--- src/rtl/mask_iou_depth_error_accumulator_defines.svh ---
// Assertion macros shared by the RTL files.
// Each one expects clk and rst_n in the enclosing module.
`ifndef MASK_IOU_DEPTH_ERROR_ACCUMULATOR_DEFINES_SVH
`define MASK_IOU_DEPTH_ERROR_ACCUMULATOR_DEFINES_SVH

// Same-cycle implication
`define MIDE_ASSERT_NOW(label, ante, cons, msg) \
    label: assert property (@(posedge clk) disable iff (!rst_n) (ante) |-> (cons)) \
        else $error(msg);

// Next-cycle implication
`define MIDE_ASSERT_NEXT(label, ante, cons, msg) \
    label: assert property (@(posedge clk) disable iff (!rst_n) (ante) |=> (cons)) \
        else $error(msg);

`endif

--- src/rtl/mide_pkg.sv ---
`timescale 1ns / 1ps

package mide_pkg;

    // Field widths
    localparam int MASK_W     = 8;
    localparam int DEPTH_BITS = 20;
    localparam int CNT_W      = 17;
    localparam int SUM_W      = 36;
    localparam int COST_W     = 17;
    localparam int MEAN_W     = 20;
    localparam int FRAC_Q16   = 16;

    // Divider sizing: full-width dividend, count-width divisor
    localparam int DIV_STEPS = SUM_W;
    localparam int DIV_CNT_W = $clog2(DIV_STEPS + 1);

    // Constants
    localparam logic [CNT_W-1:0]      CNT_MAX  = {CNT_W{1'b1}};
    localparam logic [SUM_W-1:0]      SUM_MAX  = {SUM_W{1'b1}};
    localparam logic [MEAN_W-1:0]     MEAN_MAX = {MEAN_W{1'b1}};
    localparam logic [DEPTH_BITS-1:0] BG_DEPTH = DEPTH_BITS'(262144);
    localparam logic [COST_W-1:0]     ONE_Q16  = COST_W'(65536);
    localparam logic [MEAN_W-1:0]     ONE_Q8   = MEAN_W'(256);

    // Controller states
    typedef enum logic [2:0] {
        ST_ACCUM,
        ST_COST_GO,
        ST_COST_WAIT,
        ST_MEAN_GO,
        ST_MEAN_WAIT,
        ST_LOAD
    } mide_state_t;

    // Controller to datapath
    typedef struct packed {
        logic acc_en;     // pixel request taken this cycle
        logic div_start;  // launch a division
        logic div_mean;   // operands: 1 = mean depth, 0 = IoU cost
        logic cap_cost;   // latch the cost quotient
        logic load;       // fill output register and clear accumulators
    } mide_cmd_t;

    // Datapath to controller
    typedef struct packed {
        logic div_busy;
        logic div_done;
    } mide_stat_t;

endpackage

--- src/rtl/mide_ctrl.sv ---
`timescale 1ns / 1ps
`include "mask_iou_depth_error_accumulator_defines.svh"

module mide_ctrl import mide_pkg::*; (
    input  logic       clk,
    input  logic       rst_n,
    input  logic       pix_valid,
    input  logic       pix_last,
    input  logic       res_ready,
    input  mide_stat_t stat,
    output mide_cmd_t  cmd,
    output logic       in_ready,
    output logic       out_valid
);

    mide_state_t state_reg, state_next;
    logic        out_valid_reg, out_valid_next;
    logic        out_free;

    assign out_free = !out_valid_reg || res_ready;

    // Next state
    always_comb
    begin
        state_next = state_reg;
        unique case (state_reg)
            ST_ACCUM:
            begin
                if (pix_valid && pix_last)
                begin
                    state_next = ST_COST_GO;
                end
            end
            ST_COST_GO:   state_next = ST_COST_WAIT;
            ST_COST_WAIT:
            begin
                if (stat.div_done)
                begin
                    state_next = ST_MEAN_GO;
                end
            end
            ST_MEAN_GO:   state_next = ST_MEAN_WAIT;
            ST_MEAN_WAIT:
            begin
                if (stat.div_done)
                begin
                    state_next = ST_LOAD;
                end
            end
            ST_LOAD:
            begin
                if (out_free)
                begin
                    state_next = ST_ACCUM;
                end
            end
            default:      state_next = ST_ACCUM;
        endcase
    end

    // Commands
    always_comb
    begin
        cmd      = '0;
        in_ready = 1'b0;
        unique case (state_reg)
            ST_ACCUM:
            begin
                in_ready   = 1'b1;
                cmd.acc_en = pix_valid;
            end
            ST_COST_GO:   cmd.div_start = 1'b1;
            ST_COST_WAIT: cmd.cap_cost  = stat.div_done;
            ST_MEAN_GO:
            begin
                cmd.div_start = 1'b1;
                cmd.div_mean  = 1'b1;
            end
            ST_MEAN_WAIT: cmd.div_mean  = 1'b1;
            ST_LOAD:      cmd.load      = out_free;
            default:      cmd           = '0;
        endcase
    end

    // Output register occupancy
    always_comb
    begin
        out_valid_next = out_valid_reg;
        if (cmd.load)
        begin
            out_valid_next = 1'b1;
        end
        else if (res_ready)
        begin
            out_valid_next = 1'b0;
        end
    end

    always_ff @(posedge clk or negedge rst_n)
    begin
        if (!rst_n)
        begin
            state_reg     <= ST_ACCUM;
            out_valid_reg <= 1'b0;
        end
        else
        begin
            state_reg     <= state_next;
            out_valid_reg <= out_valid_next;
        end
    end

    assign out_valid = out_valid_reg;

    `MIDE_ASSERT_NEXT(a_last_starts_div, cmd.acc_en && pix_last, state_reg == ST_COST_GO, "last pixel did not start the divisions")
    `MIDE_ASSERT_NOW(a_start_when_idle, cmd.div_start, !stat.div_busy, "division launched while divider busy")
    `MIDE_ASSERT_NOW(a_result_from_load, $rose(out_valid_reg), $past(cmd.load), "result shown without a load")

endmodule

--- config.mk ---
export PLATFORM = sky130hd
export DESIGN_NAME = mide_ctrl
export DESIGN_NICKNAME = d
export VERILOG_FILES = /design/src/rtl/mide_pkg.sv /design/src/rtl/mide_ctrl.sv
export VERILOG_INCLUDE_DIRS = /design/src /design/src/rtl
export SDC_FILE = /design/constraint.sdc
export NUM_CORES = 1
export LEC_CHECK = 0
export ABC_AREA = 1
export BUFFER_PORTS_ARGS = -buffer_cell sky130_fd_sc_hd__buf_2
export CAP_MARGIN = 20
export CORE_AREA = 3 3 40 42
export DETAILED_ROUTE_END_ITERATION = 6
export DIE_AREA = 0 0 43 45
export HOLD_SLACK_MARGIN = 0.06
export PLACE_DENSITY = 0.54
export SLEW_MARGIN = 20
export SYNTH_ARGS = -nofsm -noshare
export SYNTH_HDL_FRONTEND = slang
export SYNTH_SLANG_ARGS = --single-unit
--- constraint.sdc ---
create_clock -name clk -period 2 [get_ports clk]
set_input_delay 0.4 -clock clk [delete_from_list [all_inputs] [get_ports clk]]
set_output_delay 0.4 -clock clk [all_outputs]
set_load 0.1 [all_outputs]
# Yosys cells after proc, flatten, opt, wreduce, memory -nomap -nowiden
# Cells that the tools add are included.
# totals
output_inout_bits	7
regBits	4
# classes
n_reduce_logical	8
n_mux	13
eq_ne	9
# op_table
cell	count
case mux 3 bit (6 select lines)	1
2-to-1 mux 3 bit	4
2-to-1 mux 1 bit	8
!= test 2 bit (second input constant)	4
== test 3 x 2 -> 1 bit (second input constant)	2
== test 3 bit (second input constant)	2
AND reduction 4 bit	1
OR reduction 2 bit	2
== test 3 x 1 -> 1 bit (second input constant)	1
zero test 3 bit	1
nonzero test 2 bit	1
logical AND 1 bit	1
zero test 1 bit	1
logical OR 1 bit	1

# Depth between registers and ports, before layout
# logic_depth
word_depth	4
ltp_mapped	7
depth_no_buf	7

# Worst setup path before layout
# No wires, ideal clock.
# synth_path
kind	register to output
start	register state_reg[2]
end	output port cmd[2] (netlist name)
stages_incl_launch_ff	4
t_arrival_ps	1960
setup_slack_ps	-360
n_path_buf	0
cell_sequence	dfrtp_1 -> inv_1 -> nand2_1 -> o21ai_1
# synth_lines
item	line_no	rtl
start: declaration	mide_ctrl.sv:16	mide_state_t state_reg, state_next;
start signal: assignment	mide_ctrl.sv:108	state_reg <= state_next;
end: declaration	mide_ctrl.sv:11	output mide_cmd_t cmd,

==> out/metrics.csv <==
metric,value,unit
TNS Setup,0,ps
post-CTS sizing,0,
clock latency on the worst-skew pair,230,ps
synth warn,0,
H-tree levels,1,
antenna violations before repair,0,
I/O Buffers,12,
crit path kind,reg -> out,
postcts setup bufs,0,
Final min period,1840,ps
crit-path leading delay family,buffers and inverters,
status,"complete, no violations",
Die Span X,43,um
total congestion overflow,0,
Hold Slack,501,ps
"top cells by area, synth","dfrtp_1 35%, nand2_1 13%, inv_1 12%, nor2_4 7.8%, nand2_2 4.3%",
Max Fclk,543,MHz
"Period Utilization, post-route",92.1,%
largest net degree at the start of global routing,7,
DR vias,279,
crit path launch type,flip-flop,
ratio of cells with drive above 1 in the final layout,46.4,%
Die Ht,45,um
placed insts,67,
"Slew Viols, Final",0,
cell taking the most area after synthesis,dfrtp_1,
clock buffer count from CTS,3,
# fillers,147,
Area Overhead vs Synth,39.0,%
FP Rows,13,
ANT nets after route,0,
GRT Overall Usage,6.10,%
Non-Filler Instances,71,
first-pass GRT wire length,869,um
max-cap violation count,0,
drt total wl,531,um
Yosys reg bits,4,
Post-Syn Nets,48,
vias in the first global route,248,
Setup-failing EPs final,0,
"Max FO, Critical Path",6,
Clock Tree Root,clkbuf_4,
CTS tree,done,
DRC,0,
maximum root-to-sink buffer count,2,
Worst setup EP type,primary output,
ANT cells,0,
Synth cell types,14,
DR iter-0 viols,3,
First-pass DRT Iterations,4,
Mean Syn Cell Area,7.05,um^2
met2 WL,249,um
max reg flops,3,
Starting Density,22.5,%
worst path cell trace,"inv_1, nand2_1, o21ai_2, buf_2",
GP Congestion,0.635,
core area,1280,um^2
clk_skew,0.122,ps
"Hold-fix buffers, CTS",1,
Top Metal Used,met3,
detailed-route vias per instance,3.93,
Critical path buffers and inverters,2,
clk sinks,4,
Die ar.,1940,um^2
drt wl/cell,7.48,um
area share of the largest cell type after synthesis,34.6,%
Post-DP HPWL,465,um
Layout Nets,65,
met1 wire length,232,um
CP max stage cell,buf_2,
worst slew pin tran,486,ps
Worst Path Required,1600,ps
Hold Fails Final Rpt,0,
clock-pin slew on the worst setup and hold paths,40,ps
"Seq/Total Area, Yosys",34.6,%
met3 routed WL,49,um
Crit path largest cell delay,440,ps
Gate Count Post-Synth,41,
Post-Synthesis Cell Area,289,um^2
RSZ-0062 raised after global routing,no,
Slew HR,67.8,%
number of top-level pins,14,
worst min-delay path category,in -> async,
WP data arrival,1440,ps
routing by layer:
metal | track usage [%] | vias to the layer above
met5 | 0 | -
met4 | 5.42 | 0
met3 | 1.20 | 0
met2 | 8.68 | 8
met1 | 7.80 | 118
li1 | - | 153
Yosys cell counts (all sizes together):
cell type,n
o21ai,2
a21oi,2
nand2,13
inv,9
buf,1
nor2,7
nand3,3
dfrtp,4
kinds of logic after synthesis:
logic type	count (synthesis)	synth area share [%]
AO/OA/AOI/OAI	4	6.92
buffers and inverters	10	14.3
flip-flops	4	34.6
AND/OR/NAND/NOR	23	44.2
final timing paths:
kind                                           from                        to  slack (ps)  cells after the start
max                        state_reg[2]$_DFFE_PN0P_                    cmd[2]         160                      4
min                                           rst_n     out_valid$_DFFE_PN0P_         500                      2
max reg2reg                state_reg[0]$_DFFE_PN0P_  state_reg[0]$_DFFE_PN0P_         910                      6
min reg2reg                state_reg[2]$_DFFE_PN0P_  state_reg[2]$_DFFE_PN0P_         580                      2
max in group asynchronous                     rst_n  state_reg[2]$_DFFE_PN0P_        1380                      2
min in group clk                          res_ready     out_valid$_DFFE_PN0P_         510                      4
layout make-up:
type                    instances  area [um^2]  share of cell area, %
flip-flops and latches          4          100                   24.9
inverters                       9         33.8                   8.41
clock buffers                   3         22.5                   5.61
well taps                      15         18.8                   4.67
multi-input cells              27          156                   38.9
repair buffers                 13         70.1                   17.4
cells in the final DEF, fill, tap and decap left out:
master / count
buf_2: 12
nand3_2: 1
o21ai_0: 1
nor2_4: 2
dfrtp_1: 4
dlygate4sd3_1: 1
clkbuf_4: 3
nand3_1: 2
nor2_2: 4
inv_1: 9
a21oi_1: 2
nand2_1: 10
nor2_1: 1
nand2_4: 1
o21ai_2: 1
nand2_2: 2
worst register-to-register path: cells and delay by family, from the launching register on:
family           cells  cell delay [ps]
flip-flops           1              430
AND/OR/NAND/NOR      6              550
stage by stage:
| step | instance area (um^2) | setup WS [ps] | utilization (%) |
|---|---|---|---|
| finish | 402 | 158 | 31.3 |
| floorplan | 298 | 179 | - |
| CTS | 402 | 146 | 31.3 |
| global route | 402 | 76.4 | 31.3 |
| detailed placement | 369 | 397 | 28.7 |
| global placement | 369 | 392 | 28.7 |
Power is not shown: default switching activity piles up to over one toggle a cycle in this logic, so the estimate is an artifact.
