## src/rtl/mask_iou_depth_error_accumulator_defines.svh

```systemverilog
// Assertion macros shared by the RTL files.
// Each one expects clk and rst_n in the enclosing module.
`ifndef MASK_IOU_DEPTH_ERROR_ACCUMULATOR_DEFINES_SVH
`define MASK_IOU_DEPTH_ERROR_ACCUMULATOR_DEFINES_SVH

// Same-cycle implication
`define MIDE_ASSERT_NOW(label, ante, cons, msg) \
    label: assert property (@(posedge clk) disable iff (!rst_n) (ante) |-> (cons)) \
        else $error(msg);

// Next-cycle implication
`define MIDE_ASSERT_NEXT(label, ante, cons, msg) \
    label: assert property (@(posedge clk) disable iff (!rst_n) (ante) |=> (cons)) \
        else $error(msg);

`endif

```

## src/rtl/mide_pkg.sv

```systemverilog
`timescale 1ns / 1ps

package mide_pkg;

    // Field widths
    localparam int MASK_W     = 8;
    localparam int DEPTH_BITS = 20;
    localparam int CNT_W      = 17;
    localparam int SUM_W      = 36;
    localparam int COST_W     = 17;
    localparam int MEAN_W     = 20;
    localparam int FRAC_Q16   = 16;

    // Divider sizing: full-width dividend, count-width divisor
    localparam int DIV_STEPS = SUM_W;
    localparam int DIV_CNT_W = $clog2(DIV_STEPS + 1);

    // Constants
    localparam logic [CNT_W-1:0]      CNT_MAX  = {CNT_W{1'b1}};
    localparam logic [SUM_W-1:0]      SUM_MAX  = {SUM_W{1'b1}};
    localparam logic [MEAN_W-1:0]     MEAN_MAX = {MEAN_W{1'b1}};
    localparam logic [DEPTH_BITS-1:0] BG_DEPTH = DEPTH_BITS'(262144);
    localparam logic [COST_W-1:0]     ONE_Q16  = COST_W'(65536);
    localparam logic [MEAN_W-1:0]     ONE_Q8   = MEAN_W'(256);

    // Controller states
    typedef enum logic [2:0] {
        ST_ACCUM,
        ST_COST_GO,
        ST_COST_WAIT,
        ST_MEAN_GO,
        ST_MEAN_WAIT,
        ST_LOAD
    } mide_state_t;

    // Controller to datapath
    typedef struct packed {
        logic acc_en;     // pixel request taken this cycle
        logic div_start;  // launch a division
        logic div_mean;   // operands: 1 = mean depth, 0 = IoU cost
        logic cap_cost;   // latch the cost quotient
        logic load;       // fill output register and clear accumulators
    } mide_cmd_t;

    // Datapath to controller
    typedef struct packed {
        logic div_busy;
        logic div_done;
    } mide_stat_t;

endpackage

```

## src/rtl/mide_div.sv

```systemverilog
`timescale 1ns / 1ps
`include "mask_iou_depth_error_accumulator_defines.svh"

// Restoring divider, one quotient bit per cycle.
module mide_div import mide_pkg::*; (
    input  logic             clk,
    input  logic             rst_n,
    input  logic             start,
    input  logic [SUM_W-1:0] dividend,
    input  logic [CNT_W-1:0] divisor,
    output logic [SUM_W-1:0] quotient,
    output logic             busy,
    output logic             done
);

    logic [CNT_W-1:0]     rem_reg, rem_next;
    logic [SUM_W-1:0]     quo_reg, quo_next;
    logic [CNT_W-1:0]     dvs_reg;
    logic [DIV_CNT_W-1:0] cnt_reg, cnt_next;
    logic                 busy_reg, busy_next;
    logic                 done_reg, done_next;

    logic [CNT_W:0]       shifted;
    logic [CNT_W:0]       trial;
    logic                 fits;

    // One shift-subtract step
    always_comb
    begin
        shifted = {rem_reg, quo_reg[SUM_W-1]};
        trial   = shifted - {1'b0, dvs_reg};
        fits    = (shifted >= {1'b0, dvs_reg});
    end

    // Step sequencing
    always_comb
    begin
        rem_next  = rem_reg;
        quo_next  = quo_reg;
        cnt_next  = cnt_reg;
        busy_next = busy_reg;
        done_next = 1'b0;
        if (start)
        begin
            rem_next  = '0;
            quo_next  = dividend;
            cnt_next  = DIV_CNT_W'(DIV_STEPS);
            busy_next = 1'b1;
        end
        else if (busy_reg)
        begin
            rem_next = fits ? trial[CNT_W-1:0] : shifted[CNT_W-1:0];
            quo_next = {quo_reg[SUM_W-2:0], fits};
            cnt_next = cnt_reg - 1'b1;
            if (cnt_reg == DIV_CNT_W'(1))
            begin
                busy_next = 1'b0;
                done_next = 1'b1;
            end
        end
    end

    // Control state
    always_ff @(posedge clk or negedge rst_n)
    begin
        if (!rst_n)
        begin
            cnt_reg  <= '0;
            busy_reg <= 1'b0;
            done_reg <= 1'b0;
        end
        else
        begin
            cnt_reg  <= cnt_next;
            busy_reg <= busy_next;
            done_reg <= done_next;
        end
    end

    // Operands and partial results
    always_ff @(posedge clk)
    begin
        rem_reg <= rem_next;
        quo_reg <= quo_next;
        if (start)
        begin
            dvs_reg <= divisor;
        end
    end

    assign quotient = quo_reg;
    assign busy     = busy_reg;
    assign done     = done_reg;

    `MIDE_ASSERT_NOW(a_done_follows_busy, done_reg, $past(busy_reg), "done without a running division")
    `MIDE_ASSERT_NEXT(a_last_step_done, busy_reg && !start && cnt_reg == DIV_CNT_W'(1), done_reg && !busy_reg, "final step did not finish")

endmodule

```

## src/rtl/mide_datapath.sv

```systemverilog
`timescale 1ns / 1ps

module mide_datapath import mide_pkg::*; (
    input  logic                  clk,
    input  logic                  rst_n,
    input  logic [MASK_W-1:0]     meas_mask,
    input  logic [MASK_W-1:0]     rend_mask,
    input  logic [DEPTH_BITS-1:0] meas_depth,
    input  logic [DEPTH_BITS-1:0] rend_depth,
    input  mide_cmd_t             cmd,
    output mide_stat_t            stat,
    output logic [COST_W-1:0]     iou_cost,
    output logic [MEAN_W-1:0]     mean_depth_error,
    output logic [CNT_W-1:0]      intersection_count,
    output logic [CNT_W-1:0]      union_count,
    output logic [CNT_W-1:0]      depth_pixel_count,
    output logic [SUM_W-1:0]      depth_error_sum,
    output logic                  union_empty
);

    function automatic logic [CNT_W-1:0] sat_inc(input logic [CNT_W-1:0] v);
        return (v == CNT_MAX) ? v : v + 1'b1;
    endfunction

    // Accumulators
    logic [CNT_W-1:0] inter_reg, inter_next;
    logic [CNT_W-1:0] union_reg, union_next;
    logic [CNT_W-1:0] dcnt_reg, dcnt_next;
    logic [SUM_W-1:0] dsum_reg, dsum_next;

    // Captured cost quotient and output register
    logic [COST_W-1:0] cost_q_reg;
    logic [COST_W-1:0] iou_cost_reg;
    logic [MEAN_W-1:0] mean_reg;
    logic [CNT_W-1:0]  inter_out_reg;
    logic [CNT_W-1:0]  union_out_reg;
    logic [CNT_W-1:0]  dcnt_out_reg;
    logic [SUM_W-1:0]  dsum_out_reg;
    logic              empty_reg;

    // Pixel decode
    logic                  mm, rm;
    logic [DEPTH_BITS-1:0] md, rd, dd;
    logic                  hit;
    logic [SUM_W:0]        sum_ext;

    // Divider hookup
    logic [CNT_W-1:0]  inter_clip;
    logic [CNT_W-1:0]  u_minus_i;
    logic [SUM_W-1:0]  div_dividend;
    logic [CNT_W-1:0]  div_divisor;
    logic [SUM_W-1:0]  div_quo;
    logic              div_busy;
    logic              div_done;

    // Masking, background removal, absolute difference
    always_comb
    begin
        mm      = |meas_mask;
        rm      = |rend_mask;
        md      = mm ? meas_depth : '0;
        rd      = (rend_depth == BG_DEPTH) ? '0 : rend_depth;
        hit     = (md != '0) && (rd != '0) && (md != rd);
        dd      = (md > rd) ? md - rd : rd - md;
        sum_ext = {1'b0, dsum_reg} + (SUM_W + 1)'(dd);
    end

    // Accumulator update; cleared when the result is loaded
    always_comb
    begin
        inter_next = inter_reg;
        union_next = union_reg;
        dcnt_next  = dcnt_reg;
        dsum_next  = dsum_reg;
        if (cmd.load)
        begin
            inter_next = '0;
            union_next = '0;
            dcnt_next  = '0;
            dsum_next  = '0;
        end
        else if (cmd.acc_en)
        begin
            if (mm && rm)
            begin
                inter_next = sat_inc(inter_reg);
            end
            if (mm || rm)
            begin
                union_next = sat_inc(union_reg);
            end
            if (hit)
            begin
                dcnt_next = sat_inc(dcnt_reg);
                dsum_next = sum_ext[SUM_W] ? SUM_MAX : sum_ext[SUM_W-1:0];
            end
        end
    end

    always_ff @(posedge clk or negedge rst_n)
    begin
        if (!rst_n)
        begin
            inter_reg <= '0;
            union_reg <= '0;
            dcnt_reg  <= '0;
            dsum_reg  <= '0;
        end
        else
        begin
            inter_reg <= inter_next;
            union_reg <= union_next;
            dcnt_reg  <= dcnt_next;
            dsum_reg  <= dsum_next;
        end
    end

    // Division operands: (U - I) << 16 / U, or sum / count
    always_comb
    begin
        inter_clip   = (inter_reg > union_reg) ? union_reg : inter_reg;
        u_minus_i    = union_reg - inter_clip;
        div_dividend = cmd.div_mean ? dsum_reg
                                    : SUM_W'({u_minus_i, {FRAC_Q16{1'b0}}});
        div_divisor  = cmd.div_mean ? dcnt_reg : union_reg;
    end

    mide_div u_div (
        .clk      (clk),
        .rst_n    (rst_n),
        .start    (cmd.div_start),
        .dividend (div_dividend),
        .divisor  (div_divisor),
        .quotient (div_quo),
        .busy     (div_busy),
        .done     (div_done)
    );

    // Cost quotient never exceeds 1.0, so its low bits suffice
    always_ff @(posedge clk)
    begin
        if (cmd.cap_cost)
        begin
            cost_q_reg <= div_quo[COST_W-1:0];
        end
    end

    // Output register, special cases resolved here
    always_ff @(posedge clk)
    begin
        if (cmd.load)
        begin
            iou_cost_reg  <= (union_reg == '0) ? ONE_Q16 : cost_q_reg;
            empty_reg     <= (union_reg == '0);
            if (dcnt_reg == '0)
            begin
                mean_reg <= ONE_Q8;
            end
            else
            begin
                mean_reg <= (|div_quo[SUM_W-1:MEAN_W]) ? MEAN_MAX : div_quo[MEAN_W-1:0];
            end
            inter_out_reg <= inter_reg;
            union_out_reg <= union_reg;
            dcnt_out_reg  <= dcnt_reg;
            dsum_out_reg  <= dsum_reg;
        end
    end

    assign stat.div_busy      = div_busy;
    assign stat.div_done      = div_done;
    assign iou_cost           = iou_cost_reg;
    assign mean_depth_error   = mean_reg;
    assign intersection_count = inter_out_reg;
    assign union_count        = union_out_reg;
    assign depth_pixel_count  = dcnt_out_reg;
    assign depth_error_sum    = dsum_out_reg;
    assign union_empty        = empty_reg;

endmodule

```

## config.mk

```make
export PLATFORM = sky130hd
export DESIGN_NAME = mide_datapath
export DESIGN_NICKNAME = d
export VERILOG_FILES = /design/src/rtl/mide_pkg.sv /design/src/rtl/mide_div.sv /design/src/rtl/mide_datapath.sv
export VERILOG_INCLUDE_DIRS = /design/src /design/src/rtl
export SDC_FILE = /design/constraint.sdc
export NUM_CORES = 1
export LEC_CHECK = 0
export BUFFER_PORTS_ARGS = -buffer_cell sky130_fd_sc_hd__clkbuf_2
export CAP_MARGIN = 20
export CORE_UTILIZATION = 25
export DETAILED_ROUTE_END_ITERATION = 8
export PLACE_DENSITY = 0.52
export SKIP_LAST_GASP = 1
export SYNTH_ARGS = -nofsm -noshare
export SYNTH_HDL_FRONTEND = slang
export SYNTH_SLANG_ARGS = --single-unit
```

## constraint.sdc

```tcl
create_clock -name clk -period 10.6 [get_ports clk]
set_input_delay 0.53 -clock clk [delete_from_list [all_inputs] [get_ports clk]]
set_output_delay 0.53 -clock clk [all_outputs]
set_load 0.02 [all_outputs]
```

# [Word level (Yosys, flattened, before mapping)]
# Cells that the tools add are included.
[classes] n_addsub=9 order_cmp=3 eq_ne=9 mux=34 n_reduce_logical=21
[op_table] op="17-bit two-way mux" count=15
[op_table] op="36-bit two-way mux" count=7
[op_table] op="20-bit two-way mux" count=4
[op_table] op="17-bit by 1-bit adder with 17-bit output (second input constant)" count=3
[op_table] op="17-bit == test (second input constant)" count=3
[op_table] op="20-bit nonzero test" count=2
[op_table] op="20-bit subtractor" count=2
[op_table] op="36-bit by 20-bit adder with 37-bit output" count=1
[op_table] op="17-bit zero test" count=2
[op_table] op="17-bit subtractor" count=2
[op_table] op="20-bit by 19-bit == test with 1-bit output (second input constant)" count=1
[op_table] op="20-bit > comparator" count=1
[op_table] op="20-bit inequality test" count=1
[op_table] op="18-bit by 17-bit >= comparator with 1-bit output" count=1
[op_table] op="17-bit > comparator" count=1
[op_table] op="17-bit OR reduction" count=1
[op_table] op="16-bit OR reduction" count=1
[op_table] op="8-bit OR reduction" count=2
[op_table] op="6-bit two-way mux" count=2
[op_table] op="2-bit nonzero test" count=5
[op_table] op="3-bit AND reduction" count=3
[op_table] op="6-bit by 1-bit == test with 1-bit output (second input constant)" count=1
[op_table] op="1-bit two-way mux" count=6
[op_table] op="2-bit inequality test (second input constant)" count=3
[op_table] op="4 further kinds" count=6
[word_totals] register_bits=307 input_bits=63 output_inout_bits=127 wordCells=95

# [Depth between registers and ports, before layout]
# Gate-level depths: netlist of the first run.
[depth] depth_word=9 ltp_mapped=31 mapped_depth_nobuf=27

# [Modules after synthesis]
# A second synthesis of the first run with hierarchy kept.
[unflattened] cells_unflattened=1744 area_unflattened_um2=17907.2
[by_module_without_submodules] module="mide_datapath" instances=1 cells_per_inst=1389 area_each_um2=13885.8 seq_area_each_um2=6441.2
[by_module_without_submodules] module="mide_div" instances=1 cells_per_inst=355 area_each_um2=4021.4 seq_area_each_um2=2132.0

# [Worst setup path after synthesis of the first run]
# No wires, ideal clock.
[synth_path] path_kind="input to register" startpoint="input port rend_depth[11]" endpoint="register dsum_reg[5]" setup_ns=0.099 t_arrival_ns=5.628 setup_slack_ns=4.873 path_stages=27 cell_sequence="nor4_1 nand4_1 nor4_1 nand2b_1 inv_1 ha_1 nand3_1 a31o_1 a21oi_1 a21boi_1 and2_1 buf_6 buf_2 buf_1 mux2_2 inv_1 fa_1 nor2b_1 o21a_1 o21ai_0 a211o_1 a21oi_1 o21ai_1 or3_1 buf_2 buf_2 a311oi_1"
[synth_via] elab_chain_cells=9 word_cells_on_any_way=17 classes_between="3 x add/sub; 1 x order compare; 2 x eq/ne; 6 x mux; 5 x reduce/logical"
[synth_rtl] element="start, declared" line_no="mide_datapath.sv:9" text="input logic [DEPTH_BITS-1:0] rend_depth,"
[synth_rtl] element="20-bit by 19-bit == test with 1-bit output" line_no="mide_datapath.sv:62" text="rd = (rend_depth == BG_DEPTH) ? '0 : rend_depth;"
[synth_rtl] element="20-bit two-way mux *" line_no="mide_datapath.sv:62"
[synth_rtl] element="20-bit subtractor or 20-bit > comparator (tied branches)" line_no="mide_datapath.sv:64" text="dd = (md > rd) ? md - rd : rd - md;"
[synth_rtl] element="20-bit two-way mux" line_no="mide_datapath.sv:64"
[synth_rtl] element="36-bit by 20-bit adder with 37-bit output" line_no="mide_datapath.sv:65" text="sum_ext = {1'b0, dsum_reg} + (SUM_W + 1)'(dd);"
[synth_rtl] element="36-bit two-way mux" line_no="mide_datapath.sv:95" text="dsum_next = sum_ext[SUM_W] ? SUM_MAX : sum_ext[SUM_W-1:0];"
[synth_rtl] element="36-bit two-way mux" line_no="mide_datapath.sv:92" text="if (hit)"
[synth_rtl] element="36-bit two-way mux" line_no="mide_datapath.sv:82" text="else if (cmd.acc_en)"
[synth_rtl] element="36-bit two-way mux" line_no="mide_datapath.sv:75" text="if (cmd.load)"
[synth_rtl] element="end signal, assigned" line_no="mide_datapath.sv:114" text="dsum_reg <= dsum_next;"
[synth_rtl] element="end, declared" line_no="mide_datapath.sv:29" text="logic [SUM_W-1:0] dsum_reg, dsum_next;"
# Mark *: on every way between the ends. The rest lies on a longest branch, timed or not. The select of a mux whose other input is x is not followed.
# A chain may end at the register's enable or synchronous reset.

# [Worst setup path in the final report of the first run]
[layout_path] startpoint="input port rend_depth[3]" endpoint="register dsum_reg[14]"
# Same word-level chain as after synthesis.

==> results of run 1 <==
## routing by layer
layer	track usage (%)	share of wire [%]	vias to the layer above
met5	0	0	-
met2	23.16	48	304
met1	18.61	46	6503
met4	4.054	2.2	0
li1	-	-	6561
met3	1.633	4.0	60
## per-stage QoR
step                hold slack [ps]  utilization [%]  setup slack, ps
finish                        19.83            29.79             3142
global placement              484.0            28.12             2778
global route                  48.04            29.79             2558
detailed placement            492.6            28.12             2595
CTS                           30.62            29.76             3129
floorplan                     234.4                -             4873
## area by class of cell
cell class,instances,area (um^2)
Sequential cell,307,8573
Antenna cell,1,2.502
Inverter,124,465.4
Fill cell,7283,48410
Tap cell,931,1165
Clock inverter,9,122.6
Clock buffer,52,1012
Multi-Input combinational cell,1229,8128
Timing Repair Buffer,203,1070
## kinds of logic after synthesis
family	after synthesis
simple gates	580
xor+xnor	103
mux	25
compound gates	397
flops	307
buf+inv	213
fa+ha+maj	124
## path summary, 6_finish.rpt
path / start / endpoint
max reg2reg: union_reg[1] / u_div.quotient[30]
max in group asynchronous: rst_n / dsum_reg[9]
min reg2reg: u_div.rem_reg[9] / u_div.rem_reg[9]
min in group clk: u_div.rem_reg[9] / u_div.rem_reg[9]
max: rend_depth[3] / dsum_reg[14]
min: rst_n / inter_reg[16]
## worst max-delay path, cell delays in order
cell	delay (ps)
clkbuf_2	100
nor4_1	650
nand4_1	170
nor4_1	470
nand2b_1	220
inv_1	50
ha_1	360
nand3_1	120
a31o_1	240
a21oi_1	140
a21boi_1	240
and2_1	820
mux2_1	420
a31o_2	250
o21ai_1	200
nand2_1	90
xor2_1	150
ha_1	360
a21o_1	210
a21o_1	180
a21oi_1	140
nand2_1	100
o21ai_1	380
or3_1	610
nand2_1	320
o22ai_1	210
nor2_1	60
## cells in the mapped netlist (all sizes together) (28+ instances only)
cell type / n / share of area, %
o21a: 28 / 1.2
edfxtp: 195 / 33
a211oi: 28 / 1.2
xnor2: 55 / 2.7
xor2: 48 / 2.4
nor4: 31 / 1.1
inv: 124 / 2.7
o21ai: 86 / 2.5
ha: 119 / 8.5
nand2: 140 / 3.0
dfrtp: 95 / 14
clkbuf: 67 / 1.4
a21oi: 114 / 3.3
nor3: 49 / 1.4
nor2: 186 / 4.0
a21o: 45 / 1.9
nand3: 35 / 1.0
## where the power goes
group	internal, W	total (W)	switching (W)	leakage (nW)
logic	0.000416	0.00102	0.000599	4.69
registers	0.00141	0.00151	0.000101	3.48
clock network	0.000733	0.00121	0.000479	0.547
total	0.00256	0.00374	0.00118	8.71
==> metrics.cfg, run 1 <==
[synth]
synth_compound_area_share_pct = 14.62
syn_nets = 1936
synth_xor_area_share_pct = 5.145
post_synth_fa_ha_maj_area_fraction_pct = 9.063
synthDistinctLibCells = 79
yosysWarnings = 0
synth-seq-cells = 307
netlist_instances = 1749
yosysSeqAreaShare_pct = 48.90
synth.mux.area_fraction_pct = 1.527
synth-edff-count = 195
synth_simple_gate_area_share_pct = 15.86
avgSynthCellArea_um2 = 10.02
syn-cell-area_um2 = 17530
synth_top_family_by_area = simple AND/OR/NAND/NOR gates
synthFlopType = edfxtp_1
synthArstFlopShare_pct = 30.94

[timing]
finalCritPeriodShare_pct = 70.36
rsz0062_at_grt = no
drv_slew = 0
worst_pin_slew_ps = 1001
max_slew_margin_pct = 33.11
fin_tns_setup_ps = 0
layout_min_cycle_time_ps = 7458
max_freq_ghz = 0.1341
hold_viol = 0
setup_viol = 0
finalClockSkew_ps = 13.87

[clock_tree]
clk_pin_slew_ps = 60
htree_levels = 2
cts_buffers = 34
cts_root_buf = clkbuf_16
cts_hold_buf = 0
clock_latency_ps = 520
cts_tree = done
cts_setup_buffers = 0
clock-sinks = 307
clk_path_buf_depth = 3
ctsResizeCount = 0

[power_and_ir_drop]
vdd_ir_drop_max_uv = 82.54
leakage_nw = 8.714
finalPower_w = 0.003741
p_per_area_nw_per_um2 = 182.2

[die]
num_rows = 96
initial_core_util_pct = 25.43
core_um2 = 68950
die_y_um = 266.8
ios = 190
die_x_um = 266.8
dieArea_um2 = 71200

[worst_setup_path]
arrival_ps = 7820
cp.required_ps = 10960
endpoint_kind = flip-flop
r2r_setup_slack_ps = 5130
path_class = primary input to flip-flop
critPathMaxFanout = 22
startpoint_type = primary input
reg2reg_depth = 24

[global_routing]
grt_pass1_wl_mm = 77.25
grt_pass1_vias = 13420
antenna_found_initial = 1
grt_overflow = 0
grt_use_total_pct = 13.83
grt_max_degree = 79

[final_layout]
area_delta_synth_final_pct = 17.14
fin_cells = 2856
nNetsFinal = 2086
fin_area_um2 = 20540
final_common_cell = edfxtp_1
final_cell_mix = edfxtp_1, clkbuf_2, nor2_1
drive_gt1_share_pct = 14.09

[route]
drtAntennaViolNets = 0
post_drt_wl_per_cell_um = 17.47
vias = 13430
drtIter0Drc = 751
viasPerCell = 4.702
wl_mm = 49.91
drc = 0
first_pass_iters = 5

[placed_design]
place_congestion = 0.8700
dpl.hpwl_mm = 37.45
dp.cells = 2793
numPortBuffers = 189
placed_cell_area_um2 = 19390

[run_status]
status = complete, no violations

[job]
maxCapViolations = 0

[min_path]
hold_class = primary input to async pin

No activity file was read; power rests on OpenSTA's default activity.
==> inputs of run 2 (changes only) <==
clock period = 7.7 ns   (was 10.6 ns; I/O delays follow)
==> metrics.cfg, run 2 (synthesized netlist as in run 1, its figures left out) <==
[worst_setup_path]
arrival_ps = 7180
r2r-end = u_div.quotient[32]
r2r_setup_slack_ps = 2330
path_delay_family = simple AND/OR/NAND/NOR gates
crit_slowest_cell = nor4_1
timing.rr.start = union_reg[1]
reg2reg_depth = 23
critPathMaxStageDelay_ps = 660
cp.required_ps = 8100
path_class = primary input to flip-flop
cp_common_cell = nand2_1
critPathMaxFanout = 13
endpoint_kind = flip-flop
crit_buf_inv = 3
startpoint_type = primary input

[min_path]
hold_class = primary input to flip-flop
worstHoldPathCells = 2
hold_end = inter_reg[0]
hold_path.startpoint = cmd[0]

[timing]
rsz0062_at_grt = no
finalClockSkew_ps = 18.05
timing.hold.ws_ps = 339.9
max_slew_margin_pct = 32.30
layout_min_cycle_time_ps = 6779
hold_viol = 0
finalCritPeriodShare_pct = 88.04
fin_tns_setup_ps = 0
drv_slew = 0
max_freq_ghz = 0.1475
worst_pin_slew_ps = 1013
setup_viol = 0

[final_layout]
final_cell_mix = edfxtp_1, clkbuf_2, nor2_1
area_delta_synth_final_pct = 16.47
fin_cells = 2857
n_antenna_cell = 0
final_common_cell = edfxtp_1
drive_gt1_share_pct = 14.43
nNetsFinal = 2089

[route]
vias = 13440
viasPerCell = 4.706
first_pass_iters = 5
post_drt_wl_per_cell_um = 17.19
drc = 0
drtAntennaViolNets = 0
wl_mm = 49.11
drtIter0Drc = 911

[clock_tree]
clk_pin_slew_ps = 60
htree_levels = 1
cts_setup_buffers = 0
ctsResizeCount = 0
clock_latency_ps = 570
cts_buffers = 31
clock-sinks = 307
cts_tree = done
cts_root_buf = clkbuf_16
cts_hold_buf = 1
clk_path_buf_depth = 3

[die]
die_y_um = 266.8
dieArea_um2 = 71200
initial_core_util_pct = 25.43
num_rows = 96
core_um2 = 68950
ios = 190
die_x_um = 266.8

[placed_design]
dp.cells = 2799
place_congestion = 0.8557
numPortBuffers = 189
dpl.hpwl_mm = 37.40

[run_status]
status = complete, no violations

[power_and_ir_drop]
leakage_nw = 8.679
p_per_area_nw_per_um2 = 241.8
vdd_ir_drop_max_uv = 154.8

[global_routing]
grt_pass1_vias = 13250
grt_max_degree = 80
antenna_found_initial = 0
grt_overflow = 0
grt_use_total_pct = 13.59
grt_pass1_wl_mm = 76.41

[job]
maxCapViolations = 0

-- run 2: cell types whose count changed in the layout (fill, tap and decap cells not counted), moves of 2 or more --
cell       before  now
buf_4          14   19
clkbuf_1       12    4
clkbuf_16      37   31
clkbuf_8        4    2
clkinv_1        3    5
clkinv_2        1    9
clkinv_4        0    3
-- run 2: layout make-up --
class | count | area (um^2)
fill | 7249 | 48530
sequential | 307 | 8573
multi-input combinational | 1229 | 8128
tap | 931 | 1165
timing repair buffer | 209 | 1117
clock buffer | 36 | 804.5
inverter | 124 | 465.4
clock inverter | 21 | 167.7
-- run 2: worst max path at each step --
stage / startpoint / to / slack [ps] / cells after the start
floorplan: rend_depth[11] / dsum_reg[5] / 2120 / 27
global route: rend_depth[1] / dsum_reg[24] / 360 / 26
global placement: rend_depth[1] / dsum_reg[11] / 500 / 27
CTS: rend_depth[1] / dsum_reg[10] / 940 / 28
finish: rend_depth[1] / dsum_reg[10] / 920 / 28
detailed placement: rend_depth[1] / dsum_reg[24] / 360 / 26
-- run 2: metrics by stage --
step	cell area, um^2	power (W)	setup WS, ps	utilization [%]
global placement	19420	0.003492	498.8	28.17
detailed placement	19440	0.003514	360.4	28.19
floorplan	17530	0.003102	2118	-
CTS	20420	0.005005	944.6	29.62
finish	20420	0.004937	920.8	29.62
global route	20420	0.005232	359.4	29.62
-- run 2: report_power, final --
part           internal, W  switching [W]
Sequential         0.00195       0.000136
Clock             0.000816       0.000645
Combinational     0.000575       0.000820
Total              0.00334        0.00160
-- run 2: per-layer routing --
layer,global-route usage (%),part of all wire (%)
met5,0,0
met4,4.085,2.5
met3,1.504,4.1
met2,22.78,48
met1,18.31,46
==> inputs of run 3 (changes only) <==
MAX_ROUTING_LAYER = met4   (was unset)
==> metrics.cfg, run 3 (synthesized netlist as in run 1, its figures left out) <==
[run_status]
status = complete, no violations

[timing]
fin_tns_setup_ps = 0
layout_min_cycle_time_ps = 6603
worst_pin_slew_ps = 982.6
rsz0062_at_grt = no
drv_slew = 0
finalCritPeriodShare_pct = 85.75
timing.hold.ws_ps = 350.3
finalClockSkew_ps = 25.78
max_freq_ghz = 0.1515
hold_viol = 0
max_slew_margin_pct = 34.49
setup_viol = 0

[power_and_ir_drop]
finalPower_w = 0.005039
leakage_nw = 8.696
p_per_area_nw_per_um2 = 246.1
vdd_ir_drop_max_uv = 169.1

[clock_tree]
cts_tree = done
ctsResizeCount = 0
cts_root_buf = clkbuf_16
htree_levels = 1
clock_latency_ps = 580
clk_pin_slew_ps = 60
clk_path_buf_depth = 3
cts_buffers = 31
cts_setup_buffers = 0
clock-sinks = 307

[route]
vias = 13470
viasPerCell = 4.713
post_drt_wl_per_cell_um = 17.43
drtAntennaViolNets = 0
first_pass_iters = 5
wl_mm = 49.80
drc = 0
drtIter0Drc = 882

[global_routing]
grt_pass1_vias = 13460
antenna_found_initial = 0
grt_max_degree = 80
grt_overflow = 0
grt_pass1_wl_mm = 77.74
grt_use_total_pct = 14.23

[placed_design]
placed_cell_area_um2 = 19420
place_congestion = 0.8798
numPortBuffers = 189
dpl.hpwl_mm = 37.68
dp.cells = 2798

[worst_setup_path]
startpoint_type = primary input
cp.required_ps = 8160
endpoint_kind = flip-flop
path_class = primary input to flip-flop
critPathMaxFanout = 12
arrival_ps = 7060

[die]
num_rows = 96
die_y_um = 266.8
ios = 190
core_um2 = 68950
dieArea_um2 = 71200
die_x_um = 266.8
initial_core_util_pct = 25.43

[min_path]
hold_class = primary input to flip-flop

[job]
maxCapViolations = 0

[final_layout]
fin_cells = 2857
drive_gt1_share_pct = 14.28
area.sequential_um2 = 8573
multiInputGateArea_um2 = 8128
n_antenna_cell = 0
final_cell_mix = edfxtp_1, clkbuf_2, nor2_1
nNetsFinal = 2089
area_delta_synth_final_pct = 16.79
fin_area_um2 = 20480
final.fill_count = 7218
final_common_cell = edfxtp_1

run 3: power by group:
group          leakage [nW]  internal [W]  switching [W]
sequential             3.48       0.00195       0.000137
combinational          4.71      0.000579       0.000827
clock                 0.502      0.000911       0.000639
run 3: layout make-up:
class	instances	area share (%)
Clock buffer	45	4.241
Clock inverter	12	0.7821
Inverter	124	2.273
Multi-Input combinational cell	1229	39.69
Sequential cell	307	41.87
Tap cell	931	5.689
Timing Repair Buffer	209	5.456
run 3: final timing paths:
kind	end	cells after the start	slack, ps	startpoint
min	inter_reg[0]	2	350	cmd[0]
max reg2reg	u_div.quotient[30]	24	2380	union_reg[1]
min in group asynchronous	inter_reg[2]	2	360	rst_n
max in group asynchronous	dsum_reg[2]	3	6140	rst_n
min reg2reg	u_div.rem_reg[9]	2	500	u_div.rem_reg[9]
max	dsum_reg[24]	26	1100	rend_depth[1]
run 3: layer usage:
layer,share of wire [%],track usage (%)
met5,0,-
met4,1.6,3.184
met3,3.7,1.301
met2,48,23.31
met1,46,19.00
run 3: metrics by stage:
step	utilization, %	worst slack [ps]
after global routing	29.70	428.3
after global placement	28.17	564.2
after floorplan	-	2118
final	29.70	1097
after CTS	29.68	1073
after detailed placement	28.17	498.8
run 3: critical path, stage by stage:
cell and delay [ps]:
clkbuf_2 120, nor4_1 640, nand4_1 180, nor4_1 410, nand2b_1 200, inv_1 50, ha_1 370, nand3_1 120
a31o_1 240, a21oi_1 140, a21boi_1 230, and2_1 550, nand2_1 100, a31oi_1 290, o21bai_1 120, a21oi_1 160
xnor2_1 90, ha_1 340, and4_1 250, nand3_1 110, a211o_1 330, a21oi_1 200, o21ai_1 210, nor3_1 700
nor3_1 190, a311oi_1 310
run 3: repair_timing:
action	CTS	global route
endpoints found under the setup margin	0	0
hold buffers	1	0
hold endpoints to repair	42	0
